==> config.mk <==
export PLATFORM = sky130hd
export DESIGN_NAME = utf8_filename_validator
export DESIGN_NICKNAME = d
export VERILOG_FILES = /design/src/rtl/core/utfv_pkg.sv /design/src/rtl/core/utf8_filename_validator.sv /design/src/rtl/core/utfv_utf8.sv /design/src/rtl/core/utfv_suffix.sv
export SDC_FILE = /design/constraint.sdc
export NUM_CORES = 1
export LEC_CHECK = 0
export BUFFER_PORTS_ARGS = -buffer_cell sky130_fd_sc_hd__buf_2
export CAP_MARGIN = 20
export CORE_ASPECT_RATIO = 0.5
export CORE_MARGIN = 2
export CORE_UTILIZATION = 40
export CTS_CLUSTER_DIAMETER = 120
export DETAILED_ROUTE_END_ITERATION = 16
export HOLD_SLACK_MARGIN = 0.08
export PLACE_DENSITY = 0.72
export SLEW_MARGIN = 20
export SYNTH_ARGS = -nofsm -noshare
export SYNTH_HDL_FRONTEND = slang
export SYNTH_SLANG_ARGS = --single-unit
==> constraint.sdc <==
create_clock -name clock -period 3.9 [get_ports clock]
set_input_delay 0.39 -clock clock [delete_from_list [all_inputs] [get_ports clock]]
set_output_delay 0.39 -clock clock [all_outputs]
set_load 0.005 [all_outputs]
==> src/rtl/core/utfv_pkg.sv <==
// shared types, constants and helper functions for the utf-8 filename validator
`default_nettype none

package utfv_pkg;

   // name length counter
   localparam int unsigned COUNT_W   = 12;
   localparam logic [COUNT_W-1:0] COUNT_MAX = {COUNT_W{1'b1}};

   // suffix window
   localparam int unsigned SUFFIX_MAX_BYTES = 8;
   localparam int unsigned SUFFIX_LEN_W     = $clog2(SUFFIX_MAX_BYTES + 1);
   localparam int unsigned SUFFIX_IDX_W     = (SUFFIX_MAX_BYTES > 1) ?
                                              $clog2(SUFFIX_MAX_BYTES) : 1;
   localparam int unsigned PATTERN_W        = 8 * SUFFIX_MAX_BYTES;

   // register file
   localparam int unsigned CSR_DATA_W = 64;
   localparam int unsigned CSR_ADDR_W = 5;
   localparam logic [1:0]  REG_MAX_NAME_BYTES = 2'd0;
   localparam logic [1:0]  REG_SUFFIX_PATTERN = 2'd1;
   localparam logic [1:0]  REG_SUFFIX_LENGTH  = 2'd2;

   localparam logic [COUNT_W-1:0]      MAX_NAME_RESET   = 12'd255;
   localparam logic [SUFFIX_LEN_W-1:0] SUFFIX_LEN_RESET = SUFFIX_LEN_W'(1);

   // characters
   localparam logic [7:0] CHAR_DOT   = 8'h2e;
   localparam logic [7:0] CHAR_SPACE = 8'h20;
   localparam logic [7:0] CHAR_DEL   = 8'h7f;

   // code point limits
   localparam int unsigned CP_W = 21;
   localparam logic [CP_W-1:0] CP_MAX       = 21'h10ffff;
   localparam logic [CP_W-1:0] CP_SURR_LO   = 21'h00d800;
   localparam logic [CP_W-1:0] CP_SURR_HI   = 21'h00dfff;
   localparam logic [CP_W-1:0] CP_C1_LO     = 21'h000080;
   localparam logic [CP_W-1:0] CP_C1_HI     = 21'h00009f;
   localparam logic [CP_W-1:0] CP_MIN_TWO   = 21'h000080;
   localparam logic [CP_W-1:0] CP_MIN_THREE = 21'h000800;
   localparam logic [CP_W-1:0] CP_MIN_FOUR  = 21'h010000;

   // decoder status toward the top level
   typedef struct packed {
      logic bad;         // this byte breaks the name
      logic incomplete;  // a sequence is still open after this byte
   } utfv_dec_status_type;

   function automatic logic forbidden_byte(input logic [7:0] b);
      return (b < CHAR_SPACE) || (b == CHAR_DEL) || (b == 8'h2f) || (b == 8'h5c) ||
             (b == 8'h3a) || (b == 8'h3c) || (b == 8'h3e) || (b == 8'h22) ||
             (b == 8'h7c) || (b == 8'h3f) || (b == 8'h2a);
   endfunction

   function automatic logic [CP_W-1:0] class_minimum(input logic [1:0] cls);
      logic [CP_W-1:0] m;
      case (cls)
         2'd1:    m = CP_MIN_TWO;
         2'd2:    m = CP_MIN_THREE;
         2'd3:    m = CP_MIN_FOUR;
         default: m = '0;
      endcase
      return m;
   endfunction

endpackage

`default_nettype wire

==> src/rtl/core/utf8_filename_validator.sv <==
// top level of the utf-8 filename validator: handshakes, registers, name checks
`default_nettype none

// channel   direction  ports                                   meaning
// request   in         req_valid/req_ready, name_byte, last    one filename byte
// response  out        rsp_valid/rsp_ready, name_ok, length    verdict on the last byte
// csr       in/out     csr_psel/penable/pwrite/paddr/pwdata    max length, suffix, suffix len
//
// one byte per cycle unless a verdict stalls: each request is held in the input register,
// then the decoder, window compare and length check update all per-name state in one pass
// a verdict enters the response register when its last byte leaves the input register
// the input register only holds when a verdict waits there and the response register is full
// reset is synchronous; it clears the name state and loads the register defaults
// csr registers lie at byte addresses 0, 8 and 16; reads return the stored value

module utf8_filename_validator import utfv_pkg::*; (
   input  wire logic                  clock,
   input  wire logic                  reset,
   // request channel
   input  wire logic                  req_valid,
   output logic                       req_ready,
   input  wire logic [7:0]            req_name_byte,
   input  wire logic                  req_last_byte,
   // response channel
   output logic                       rsp_valid,
   input  wire logic                  rsp_ready,
   output logic                       rsp_name_ok,
   output logic [COUNT_W-1:0]         rsp_name_length,
   // configuration port
   input  wire logic                  csr_psel,
   input  wire logic                  csr_penable,
   input  wire logic                  csr_pwrite,
   input  wire logic [CSR_ADDR_W-1:0] csr_paddr,
   input  wire logic [CSR_DATA_W-1:0] csr_pwdata,
   output logic [CSR_DATA_W-1:0]      csr_prdata,
   output logic                       csr_pready
);

   // configuration registers
   logic [COUNT_W-1:0]      max_name_ff;
   logic [PATTERN_W-1:0]    pattern_ff;
   logic [SUFFIX_LEN_W-1:0] suffix_len_ff;
   logic [1:0]              reg_sel;
   logic                    csr_write;

   // input register
   logic       in_valid_ff, in_valid_in;
   logic [7:0] in_byte_ff;
   logic       in_last_ff;
   logic       req_take;
   logic       step;

   // per-name state kept here
   logic [COUNT_W-1:0] byte_count_ff;
   logic [COUNT_W-1:0] count_new;
   logic               failed_ff, failed_new;
   logic               dots_ff, dots_new;
   logic               len_fail;
   logic               cnt_sat;

   // results of the sub-blocks
   utfv_dec_status_type dec_status;
   logic                suffix_seen;
   logic                verdict;

   // response register
   logic               rsp_valid_ff, rsp_valid_in;
   logic               rsp_ok_ff;
   logic [COUNT_W-1:0] rsp_len_ff;

   // ---------------------------------------------------------------- csr port
   assign csr_pready = 1'b1;
   assign csr_write  = csr_psel && csr_penable && csr_pwrite && csr_pready;
   assign reg_sel    = csr_paddr[4:3];

   always_comb begin
      unique case (reg_sel)
         REG_MAX_NAME_BYTES: csr_prdata = CSR_DATA_W'(max_name_ff);
         REG_SUFFIX_PATTERN: csr_prdata = CSR_DATA_W'(pattern_ff);
         REG_SUFFIX_LENGTH:  csr_prdata = CSR_DATA_W'(suffix_len_ff);
         default:            csr_prdata = '0;
      endcase
   end

   always_ff @(posedge clock) begin
      if (reset) begin
         max_name_ff   <= MAX_NAME_RESET;
         pattern_ff    <= '0;
         suffix_len_ff <= SUFFIX_LEN_RESET;
      end else if (csr_write) begin
         unique case (reg_sel)
            REG_MAX_NAME_BYTES: max_name_ff   <= csr_pwdata[COUNT_W-1:0];
            REG_SUFFIX_PATTERN: pattern_ff    <= csr_pwdata[PATTERN_W-1:0];
            REG_SUFFIX_LENGTH:  suffix_len_ff <= csr_pwdata[SUFFIX_LEN_W-1:0];
            default: ;
         endcase
      end
   end

   // ---------------------------------------------------------------- flow control
   // a byte is processed unless it carries a verdict and the response slot is full
   assign step        = in_valid_ff && (!in_last_ff || !rsp_valid_ff || rsp_ready);
   assign req_ready   = !in_valid_ff || step;
   assign req_take    = req_valid && req_ready;
   assign in_valid_in = req_take || (in_valid_ff && !step);

   always_ff @(posedge clock) begin
      if (reset) begin
         in_valid_ff <= 1'b0;
      end else begin
         in_valid_ff <= in_valid_in;
      end
   end

   always_ff @(posedge clock) begin
      if (req_take) begin
         in_byte_ff <= req_name_byte;
         in_last_ff <= req_last_byte;
      end
   end

   // ---------------------------------------------------------------- name checks
   utfv_utf8 u_utf8 (
      .clock     (clock),
      .reset     (reset),
      .step      (step),
      .last      (in_last_ff),
      .data_byte (in_byte_ff),
      .status    (dec_status)
   );

   utfv_suffix u_suffix (
      .clock     (clock),
      .reset     (reset),
      .step      (step),
      .last      (in_last_ff),
      .data_byte (in_byte_ff),
      .count_new (count_new),
      .pattern   (pattern_ff),
      .length    (suffix_len_ff),
      .seen      (suffix_seen)
   );

   always_comb begin
      // saturating length; a saturated name is too long for any limit
      cnt_sat    = (byte_count_ff == COUNT_MAX);
      count_new  = cnt_sat ? byte_count_ff : byte_count_ff + COUNT_W'(1);
      len_fail   = cnt_sat || (count_new > max_name_ff);
      failed_new = failed_ff || len_fail || suffix_seen || dec_status.bad;
      dots_new   = dots_ff && (in_byte_ff == CHAR_DOT);
      // "." and "..", trailing dot or space, and a cut-off sequence all fail
      verdict    = !failed_new && !dec_status.incomplete &&
                   (in_byte_ff != CHAR_DOT) && (in_byte_ff != CHAR_SPACE) &&
                   !(dots_new && count_new <= COUNT_W'(2));
   end

   always_ff @(posedge clock) begin
      if (reset) begin
         byte_count_ff <= '0;
         failed_ff     <= 1'b0;
         dots_ff       <= 1'b1;
      end else if (step) begin
         if (in_last_ff) begin
            byte_count_ff <= '0;
            failed_ff     <= 1'b0;
            dots_ff       <= 1'b1;
         end else begin
            byte_count_ff <= count_new;
            failed_ff     <= failed_new;
            dots_ff       <= dots_new;
         end
      end
   end

   // ---------------------------------------------------------------- response register
   always_comb begin
      if (step && in_last_ff) begin
         rsp_valid_in = 1'b1;
      end else if (rsp_ready) begin
         rsp_valid_in = 1'b0;
      end else begin
         rsp_valid_in = rsp_valid_ff;
      end
   end

   always_ff @(posedge clock) begin
      if (reset) begin
         rsp_valid_ff <= 1'b0;
      end else begin
         rsp_valid_ff <= rsp_valid_in;
      end
   end

   always_ff @(posedge clock) begin
      if (step && in_last_ff) begin
         rsp_ok_ff  <= verdict;
         rsp_len_ff <= count_new;
      end
   end

   assign rsp_valid       = rsp_valid_ff;
   assign rsp_name_ok     = rsp_ok_ff;
   assign rsp_name_length = rsp_len_ff;

`ifndef SYNTHESIS
   // a verdict leaves the per-name state at its start values
   a_clear_after_verdict: assert property (@(posedge clock) disable iff (reset)
      (step && in_last_ff) |=> (byte_count_ff == '0 && !failed_ff && dots_ff))
      else $error("name state not cleared after verdict");

   // the input register holds only behind a full response slot
   a_stall_cause: assert property (@(posedge clock) disable iff (reset)
      (in_valid_ff && !step) |-> (in_last_ff && rsp_valid_ff && !rsp_ready))
      else $error("input register stalled without a full response slot");

   // an accepted name counts at least one byte
   a_ok_length: assert property (@(posedge clock) disable iff (reset)
      (rsp_valid_ff && rsp_ok_ff) |-> (rsp_len_ff != '0))
      else $error("accepted name with zero length");

   // the response slot is loaded only when it is free or being drained
   a_no_overwrite: assert property (@(posedge clock) disable iff (reset)
      (step && in_last_ff) |-> (!rsp_valid_ff || rsp_ready))
      else $error("response overwritten before it was taken");
`endif

endmodule

`default_nettype wire

==> src/rtl/core/utfv_utf8.sv <==
// utf-8 sequence decoder with its per-name state
`default_nettype none

module utfv_utf8 import utfv_pkg::*; (
   input  wire logic                clock,
   input  wire logic                reset,
   input  wire logic                step,
   input  wire logic                last,
   input  wire logic [7:0]          data_byte,
   output utfv_dec_status_type      status
);

   logic [1:0]      pend_ff, pend_in;
   logic [CP_W-1:0] cp_ff, cp_in;
   logic [1:0]      cls_ff, cls_in;
   logic            bad;

   always_comb begin
      pend_in = pend_ff;
      cp_in   = cp_ff;
      cls_in  = cls_ff;
      bad     = 1'b0;
      if (pend_ff == 2'd0) begin
         bad = forbidden_byte(data_byte);
         if (data_byte >= 8'hc2 && data_byte <= 8'hdf) begin
            pend_in = 2'd1;
            cp_in   = CP_W'(data_byte[4:0]);
            cls_in  = 2'd1;
         end else if (data_byte >= 8'he0 && data_byte <= 8'hef) begin
            pend_in = 2'd2;
            cp_in   = CP_W'(data_byte[3:0]);
            cls_in  = 2'd2;
         end else if (data_byte >= 8'hf0 && data_byte <= 8'hf4) begin
            pend_in = 2'd3;
            cp_in   = CP_W'(data_byte[2:0]);
            cls_in  = 2'd3;
         end else if (data_byte[7]) begin
            bad = 1'b1;
         end
      end else begin
         if (data_byte[7:6] != 2'b10) begin
            bad = 1'b1;
         end
         cp_in   = {cp_ff[CP_W-7:0], data_byte[5:0]};
         pend_in = pend_ff - 2'd1;
         // sequence closes: overlong, range, surrogate and c1 checks
         if (pend_in == 2'd0) begin
            if (cp_in < class_minimum(cls_ff) || cp_in > CP_MAX ||
                (cp_in >= CP_SURR_LO && cp_in <= CP_SURR_HI) ||
                (cp_in >= CP_C1_LO && cp_in <= CP_C1_HI)) begin
               bad = 1'b1;
            end
         end
      end
      status.bad        = bad;
      status.incomplete = (pend_in != 2'd0);
   end

   always_ff @(posedge clock) begin
      if (reset) begin
         pend_ff <= '0;
         cp_ff   <= '0;
         cls_ff  <= '0;
      end else if (step) begin
         if (last) begin
            pend_ff <= '0;
            cp_ff   <= '0;
            cls_ff  <= '0;
         end else begin
            pend_ff <= pend_in;
            cp_ff   <= cp_in;
            cls_ff  <= cls_in;
         end
      end
   end

endmodule

`default_nettype wire

==> src/rtl/core/utfv_suffix.sv <==
// window of recent bytes and forbidden suffix match
`default_nettype none

module utfv_suffix import utfv_pkg::*; (
   input  wire logic                    clock,
   input  wire logic                    reset,
   input  wire logic                    step,
   input  wire logic                    last,
   input  wire logic [7:0]              data_byte,
   input  wire logic [COUNT_W-1:0]      count_new,
   input  wire logic [PATTERN_W-1:0]    pattern,
   input  wire logic [SUFFIX_LEN_W-1:0] length,
   output logic                         seen
);

   logic [7:0]              window_ff  [SUFFIX_MAX_BYTES];
   logic [7:0]              window_new [SUFFIX_MAX_BYTES];
   logic [SUFFIX_LEN_W-1:0] len_eff;
   logic [SUFFIX_IDX_W-1:0] idx;

   // entry 0 holds the newest byte
   always_comb begin
      window_new[0] = data_byte;
      for (int i = 1; i < SUFFIX_MAX_BYTES; i++) begin
         window_new[i] = window_ff[i-1];
      end
   end

   always_comb begin
      len_eff = (length > SUFFIX_LEN_W'(SUFFIX_MAX_BYTES)) ?
                SUFFIX_LEN_W'(SUFFIX_MAX_BYTES) : length;
      seen = 1'b1;
      idx  = '0;
      for (int k = 0; k < SUFFIX_MAX_BYTES; k++) begin
         idx = SUFFIX_IDX_W'(len_eff - SUFFIX_LEN_W'(k) - SUFFIX_LEN_W'(1));
         if (SUFFIX_LEN_W'(k) < len_eff && window_new[idx] != pattern[8*k +: 8]) begin
            seen = 1'b0;
         end
      end
      // empty suffix is found everywhere; a short name cannot hold it
      if (len_eff == '0) begin
         seen = 1'b1;
      end else if (count_new < COUNT_W'(len_eff)) begin
         seen = 1'b0;
      end
   end

   always_ff @(posedge clock) begin
      if (reset) begin
         for (int i = 0; i < SUFFIX_MAX_BYTES; i++) begin
            window_ff[i] <= '0;
         end
      end else if (step) begin
         for (int i = 0; i < SUFFIX_MAX_BYTES; i++) begin
            window_ff[i] <= last ? 8'h00 : window_new[i];
         end
      end
   end

endmodule

`default_nettype wire
# == Yosys cells after proc, flatten, opt, wreduce, memory -nomap -nowiden ==
# Memory sizes are Yosys's and may differ from the RTL's.
# Index checks and enable logic that the tools add are counted.
# classes
addsub,16
n_lt_le_gt_ge,33
n_eq_ne,29
n_mux,89
bitwise_logic,16
reduce_logical,66
# op_table
op,n
$mux 8,32
$bmux 8 s3,8
$pmux 64 s3,1
$mux 15,5
$eq 8x6->1 const B,8
$ne 8x8->1,8
$pmux 17 s3,1
$mux 21,2
$ge 4x4->1 const B,8
$not 3->4,8
$mux 1,27
$logic_and 1x1->1,25
$eq 8x7->1 const B,3
$ge 8x8->1 const B,3
$le 8x8->1 const B,3
$mux 12,2
$sub 3x1->3 const B,8
$ge 21x16->1 const B,1
$ge 21x8->1 const B,1
$gt 21x21->1 const B,1
$le 21x16->1 const B,1
$le 21x8->1 const B,1
$logic_or 1x1->1,21
$lt 21x21->1,1
28 further kinds,70
# totals
register_bits,137
ramBits,64
inputBits,85
output_inout_bits,80
elab_cells,265
n_memories,1
# memory_table
name,depth,word_bits,rd,rd_ports_with_merged_regs,wr,line_no,rtl
u_suffix.window_ff,8,8,7,0,8,utfv_suffix.sv:16,logic [7:0] window_ff [SUFFIX_MAX_BYTES];

# == Depth between registers and ports, before layout ==
# logic_depth
depth_word,26
depth_mapped,18
ltp_nobuf,17

# == By module ==
# From an unflattened synthesis, not the netlist that was laid out.
# hier_totals
cells_unflattened,1366
area_unflattened_um2,12786.0
# modules_own_cells
module,n_inst,cells_each,area_each_um2,seq_area_each_um2
utfv_suffix,1,607,6352.3,1681.6
utf8_filename_validator,1,614,5243.8,2562.5
utfv_utf8,1,145,1189.9,380.4

# == Worst setup path before layout ==
# No wires, ideal clock.
# synth_path
path_type,register to register
startpoint,register suffix_len_ff[0]
endpoint,"register rsp_ok_ff (netlist: rsp_name_ok), data pin"
setup_time_ns,0.258
t_arrival_ns,3.353
required_ns,3.642
path_slack_ns,0.290
path_stages_with_launch,18
n_path_buf,5
synth_period_minus_slack_ns,3.610
path_cell_list,dfxtp_1 -> buf_4 -> and2b_4 -> inv_2 -> buf_6 -> buf_2 -> buf_2 -> ha_1 -> buf_1 -> mux4_2 -> mux2i_1 -> xor2_1 -> nand3_1 -> nor4_1 -> and4_1 -> o211ai_1 -> o21ai_1 -> nor3_1
# synth_between
elab_chain_len,26
elab_cells_between_ends,91
classes_between,add/sub: 14; order compare: 10; eq/ne: 8; mux: 35; bitwise: 8; reduce/logical: 16
# synth_rtl
item,line_no,rtl
start: declaration,utf8_filename_validator.sv:42,logic [SUFFIX_LEN_W-1:0] suffix_len_ff;
start signal: assignment,utf8_filename_validator.sv:94,REG_SUFFIX_LENGTH: suffix_len_ff <= csr_pwdata[SUFFIX_LEN_W-1:0];
$gt 4x4->1,utfv_suffix.sv:30,len_eff = (length > SUFFIX_LEN_W'(SUFFIX_MAX_BYTES)) ?
$mux 4 (*),utfv_suffix.sv:30,
$sub 3x1->3,utfv_suffix.sv:35,idx = SUFFIX_IDX_W'(len_eff - SUFFIX_LEN_W'(k) - SUFFIX_LEN_W'(1));
$sub 3x1->3 or $not 3->4 (tied branches),"utfv_suffix.sv:35, utfv_suffix.sv:36",
$not 3->4 (not written as such) or $bmux 8 s3 (tied branches),utfv_suffix.sv:36,if (SUFFIX_LEN_W'(k) < len_eff && window_new[idx] != pattern[8*k +: 8]) begin
$bmux 8 s3 or $mux 8 (tied branches),utfv_suffix.sv:36,
$mux 8 (not written as such),utfv_suffix.sv:36,
$mux 8 (not written as such) or $ne 8x8->1 (tied branches),utfv_suffix.sv:36,
(+2 left out),--,
$mux 1 (7 in series),utfv_suffix.sv:36,
$mux 1,utfv_suffix.sv:43,end else if (count_new < COUNT_W'(len_eff)) begin
$mux 1 (*),utfv_suffix.sv:41,if (len_eff == '0) begin
$logic_or 1x1->1 (*) (2 in series),utf8_filename_validator.sv:149,failed_new = failed_ff || len_fail || suffix_seen || dec_status.bad;
$logic_not 1->1 (*),utf8_filename_validator.sv:152,verdict = !failed_new && !dec_status.incomplete &&
$logic_and 1x1->1 (*) (2 in series),utf8_filename_validator.sv:152,
$logic_and 1x1->1 (*) (2 in series),utf8_filename_validator.sv:153,(in_byte_ff != CHAR_DOT) && (in_byte_ff != CHAR_SPACE) &&
net verdict,utf8_filename_validator.sv:64,logic verdict;
end signal: assignment,utf8_filename_validator.sv:196,rsp_ok_ff <= verdict;
end: declaration,utf8_filename_validator.sv:68,logic rsp_ok_ff;
# The timed path passes the listed nets; every way through them passes the cells marked *. The select of a mux whose other input is x is not followed.
# A chain may end at the register's enable or synchronous reset.

# == Worst setup path in the final report ==
# layout_path
startpoint,register byte_count_ff[0]
endpoint,"register rsp_ok_ff (netlist: rsp_name_ok), data pin"
# layout_between
elab_chain_len,12
elab_cells_between_ends,19
classes_between,add/sub: 1; order compare: 3; eq/ne: 1; mux: 3; reduce/logical: 11
# layout_rtl
item,line_no,rtl
start: declaration,utf8_filename_validator.sv:54,logic [COUNT_W-1:0] byte_count_ff;
start signal: assignment,utf8_filename_validator.sv:168,byte_count_ff <= count_new;
$add 12x1->12 or $eq 12x12->1 (tied branches),"utf8_filename_validator.sv:147, utf8_filename_validator.sv:146",
$mux 12 (*),utf8_filename_validator.sv:147,count_new = cnt_sat ? byte_count_ff : byte_count_ff + COUNT_W'(1);
net count_new[2],utf8_filename_validator.sv:55,logic [COUNT_W-1:0] count_new;
$lt 12x4->1 or $gt 12x12->1 (tied branches),"utfv_suffix.sv:43, utf8_filename_validator.sv:148",
$mux 1 or $logic_or 1x1->1 (tied branches),"utfv_suffix.sv:43, utf8_filename_validator.sv:148",
$mux 1 or $logic_or 1x1->1 (tied branches),"utfv_suffix.sv:41, utf8_filename_validator.sv:149",
$logic_or 1x1->1 (2 in series),utf8_filename_validator.sv:149,
$logic_not 1->1,utf8_filename_validator.sv:152,
$logic_and 1x1->1 (2 in series),utf8_filename_validator.sv:152,
$logic_and 1x1->1,utf8_filename_validator.sv:153,
$logic_and 1x1->1 (*),utf8_filename_validator.sv:153,
net verdict,utf8_filename_validator.sv:64,
# The timed path passes the listed nets; every way through them passes the cells marked *.

==> results.md <==
Power and ir drop:
- The worst supply voltage drop on vdd is 0.317 mV.
- The power density relative to cell area is 323 nW/um2.
- For this design the static power due to leakage is 0.00645 uW.

Final layout:
- In the final layout, the share of cells above drive strength 1 is 0.211.
- The final layout contains 1677 nets.
- The post-route standard cell area excluding fillers is 14900 um2.
- The relative area change from synthesis to final layout is 15.7%.
- The number of antenna diodes in the final layout is 0.

CTS:
- TritonCTS built the clock tree.
- Clock-pin slew was measured on the worst setup and hold paths at 0.07 ns.
- The longest clock path from root to sink contains 2 buffers.
- TritonCTS created 17 clock buffers.
- CTS saw 192 sinks.
- The number of H-tree levels is 4.
- The later pin in the worst-skew pair is clocked with a latency of 0.46 ns.
- The CTS root buffer is clkbuf_16.

Detailed routing:
- The detailed-route DRC error count is 0.
- Using the TritonRoute via totals, the vias-per-cell ratio works out to 5.86.
- In the final routed layout, each cell accounts on average for 20.5 um.
- Detailed routing inserted a total of 11800 vias.
- The first routing iteration left 1480 violations.
- The detailed-router iteration count before antenna repair is 5.
- The post-detailed-route count of antenna-violating nets is 0.
- Summed over all layers, the routed wires come to 41.4 mm.

Setup path:
- The startpoint of the lowest-slack register-to-register path is byte_count_ff[0]$_SDFFE_PP0P_.
- The startpoint kind of the worst setup timing path is a register.
- The arrival time of the worst setup path is 4.00 ns.
- The start-to-end type of the worst setup path is register to register.
- At the worst endpoint, the required time is 4.20 ns.
- Tracing the worst setup path back leads to its startpoint at byte_count_ff[0]$_SDFFE_PP0P_.
- The largest driver fanout on the critical path is 7.
- The type of destination of the critical path is a register.

GRT:
- The pin count of the biggest net entering global routing is 89.
- The first global-routing pass estimated 62.6 mm of wire.
- The via count of the first global-routing pass came to 10600.
- The aggregate global routing overflow is 0.
- The number of antenna violations at the first check in global routing is 0.
- For this run, the total global-route usage over all layers was measured as 0.241.

STA:
- Across all setup checks in the final design, the least slack found is 0.194 ns.
- Headroom to the max-slew limit came out at 0.325.
- The peak clock frequency supported by timing is 270 MHz.
- For the pin with the worst max-slew slack, the measured transition is 1.01 ns.
- The final-report hold violation count was 0.
- Setup repair after global routing left no endpoint under its margin.
- The final-report setup violation count is 0.
- The post-route minimum period is 3.71 ns.
- The final-report max-slew violation count is 0.
- In the final timing run, aggregate negative setup slack is 0 ns.
- The ratio of final minimum period to clock period is 0.950.
- Across all hold checks on the routed design, the worst slack comes to 0.100 ns.
- On the final layout, the worst clock skew is 0.00996 ns.

Run status:
- The flow ran to the end, and the final reports show no timing, DRC or antenna violations.

Floorplanning:
- The floorplan has 46 rows.
- The area of the placeable core is 31700 um2.
- From left edge to right edge, the die measures 258 um.
- The top-level port count is 165.
- The area enclosed by the die boundary is 33800 um2.
- The height of the chip is 131 um.
- For this configuration, the core starts out at a cell density of 0.407.

Synthesis:
- The proportion of synthesized flip-flops having asynchronous set or reset is 0.
- The number of nets in the synthesized netlist is 1545.
- The distinct cell type count of the synthesized netlist is 75.
- The cell count after synthesis is 1440.
- The area of the mapped netlist is 12900 um2.
- The register area share after synthesis is 0.359.
- The Yosys step of the flow raised 0 warnings.
- The number of flops mapped to enable cells by yosys is 78.
- In this run the mean area of a mapped cell was 8.95 um2.
- Among all flip-flop cells after synthesis, the most frequent one is dfxtp_1.
- Counting flops and latches in the post-synthesis netlist gives 192.

Flow run:
- The number of violations of the max-capacitance limit is 0.

Placed design:
- At the end of routability-driven placement, the weighted congestion stood at 0.982.
- The detailed placement HPWL is 30.3 mm.
- The total placed instance area is 14300 um2.
- The worst setup slack before clock tree synthesis is 0.282 ns.
- The count of buffers from port buffering is 160.

Hold path:
- The worst min-delay path category is input port to register.
- The worst hold path begins at req_name_byte[3].
-- power by group --
part / switching [uW] / internal [uW]
Combinational: 410 / 308
Clock: 832 / 1020
Sequential: 96.1 / 2150
Total: 1340 / 3480
-- worst paths after layout --
kind	slack, ns	endpoint	depth (start not counted)
worst max register to register	0.19	rsp_name_ok$_DFFE_PP_	13
worst max-delay path	0.19	rsp_name_ok$_DFFE_PP_	13
worst min register to register	0.46	u_utf8.cp_ff[11]$_SDFFE_PP0P_	2
worst min-delay path	0.10	in_byte_ff[3]$_DFFE_PP_	1
-- critical path, cell delays in order (launching register included) --
cell and delay (ns):
dfxtp_1 0.44, ha_1 0.26, nand3_1 0.16, nand4bb_2 0.41
nand3_1 0.18, o21a_1 0.25, ha_1 0.30, a21o_1 0.19
a2111oi_0 0.53, nand4b_1 0.21, and4_1 0.20, o211ai_1 0.13
o21ai_2 0.13, nor3_1 0.15
-- per-stage QoR --
| step | std cells | util | power, uW |
|---|---|---|---|
| after floorplan | 1440 | - | 2710 |
| after global placement | 1985 | 0.451 | 2970 |
| after detailed placement | 1985 | 0.451 | 2980 |
| after CTS | 2017 | 0.470 | 4810 |
| after global routing | 2017 | 0.470 | 4970 |
| final | 2017 | 0.470 | 4820 |
-- area by class of cell --
cell class / instances / area [um2]
fillers: 3010 / 16800
clock buffers: 18 / 429
repair buffers: 221 / 1360
inverters: 35 / 131
multi-input cells: 1105 / 7640
flip-flops and latches: 192 / 4630
clock inverters: 14 / 178
well taps: 432 / 541
-- cells by family after synthesis --
group                      Yosys count  synth area share
DFF                                192             0.359
muxes                              179             0.162
AOI/OAI and AO/OA                  280             0.142
and+or+nand+nor                    539             0.206
other                                1          0.000291
xor gates and xnor gates            86            0.0596
adders and majority gates           20            0.0194
buffers and inverters              143            0.0513
-- cell usage in the layout (no fill, tap or decap), drive strengths merged, types with 43 or more instances in the layout --
cell type	n
buf	221
nand2	186
mux2i	123
dfxtp	114
a21oi	105
nor2	95
edfxtp	78
and2	66
xnor2	45
and3	43
-- synth_stat cells (22+ instances only) --
library cell | instances | share of area
o21ai_0 | 25 | 0.0097
clkbuf_1 | 67 | 0.020
nor2_1 | 95 | 0.028
edfxtp_1 | 78 | 0.18
nand2_1 | 185 | 0.054
mux2i_1 | 122 | 0.095
dfxtp_1 | 114 | 0.18
and3_1 | 43 | 0.021
buf_2 | 22 | 0.0085
and2_1 | 66 | 0.032
xor2_1 | 40 | 0.027
mux2_2 | 36 | 0.031
nand3_1 | 35 | 0.014
xnor2_1 | 44 | 0.030
a21oi_1 | 105 | 0.041
a211oi_1 | 22 | 0.013
o22ai_1 | 27 | 0.013
inv_1 | 32 | 0.0093
nor3_1 | 29 | 0.011
-- registers in the layout, indices dropped and copies added (netlist names), 4 cells and up --
register,count
in_byte_ff,8
byte_count_ff,12
pattern_ff,64
u_utf8.cp_ff,15
suffix_len_ff,4
u_suffix.window_ff,56
rsp_name_length,12
max_name_ff,12
-- repair_timing --
action / in CTS / in global routing
setup endpoints to repair: 0 / 2
buffers inserted: 0 / 0
resized for setup: 0 / 3
hold buffers: 0 / 0
-- metal layers --
layer / track usage / vias up / share of wire / routed length, um
li1: - / 5472 / - / -
met1: 0.347 / 5710 / 0.45 / 18600
met2: 0.360 / 576 / 0.44 / 18200
met3: 0.0532 / 62 / 0.091 / 3780
met4: 0.0731 / 0 / 0.020 / 837
met5: 0 / - / 0 / 0
Note: power is estimated with default switching activity, not from simulation.
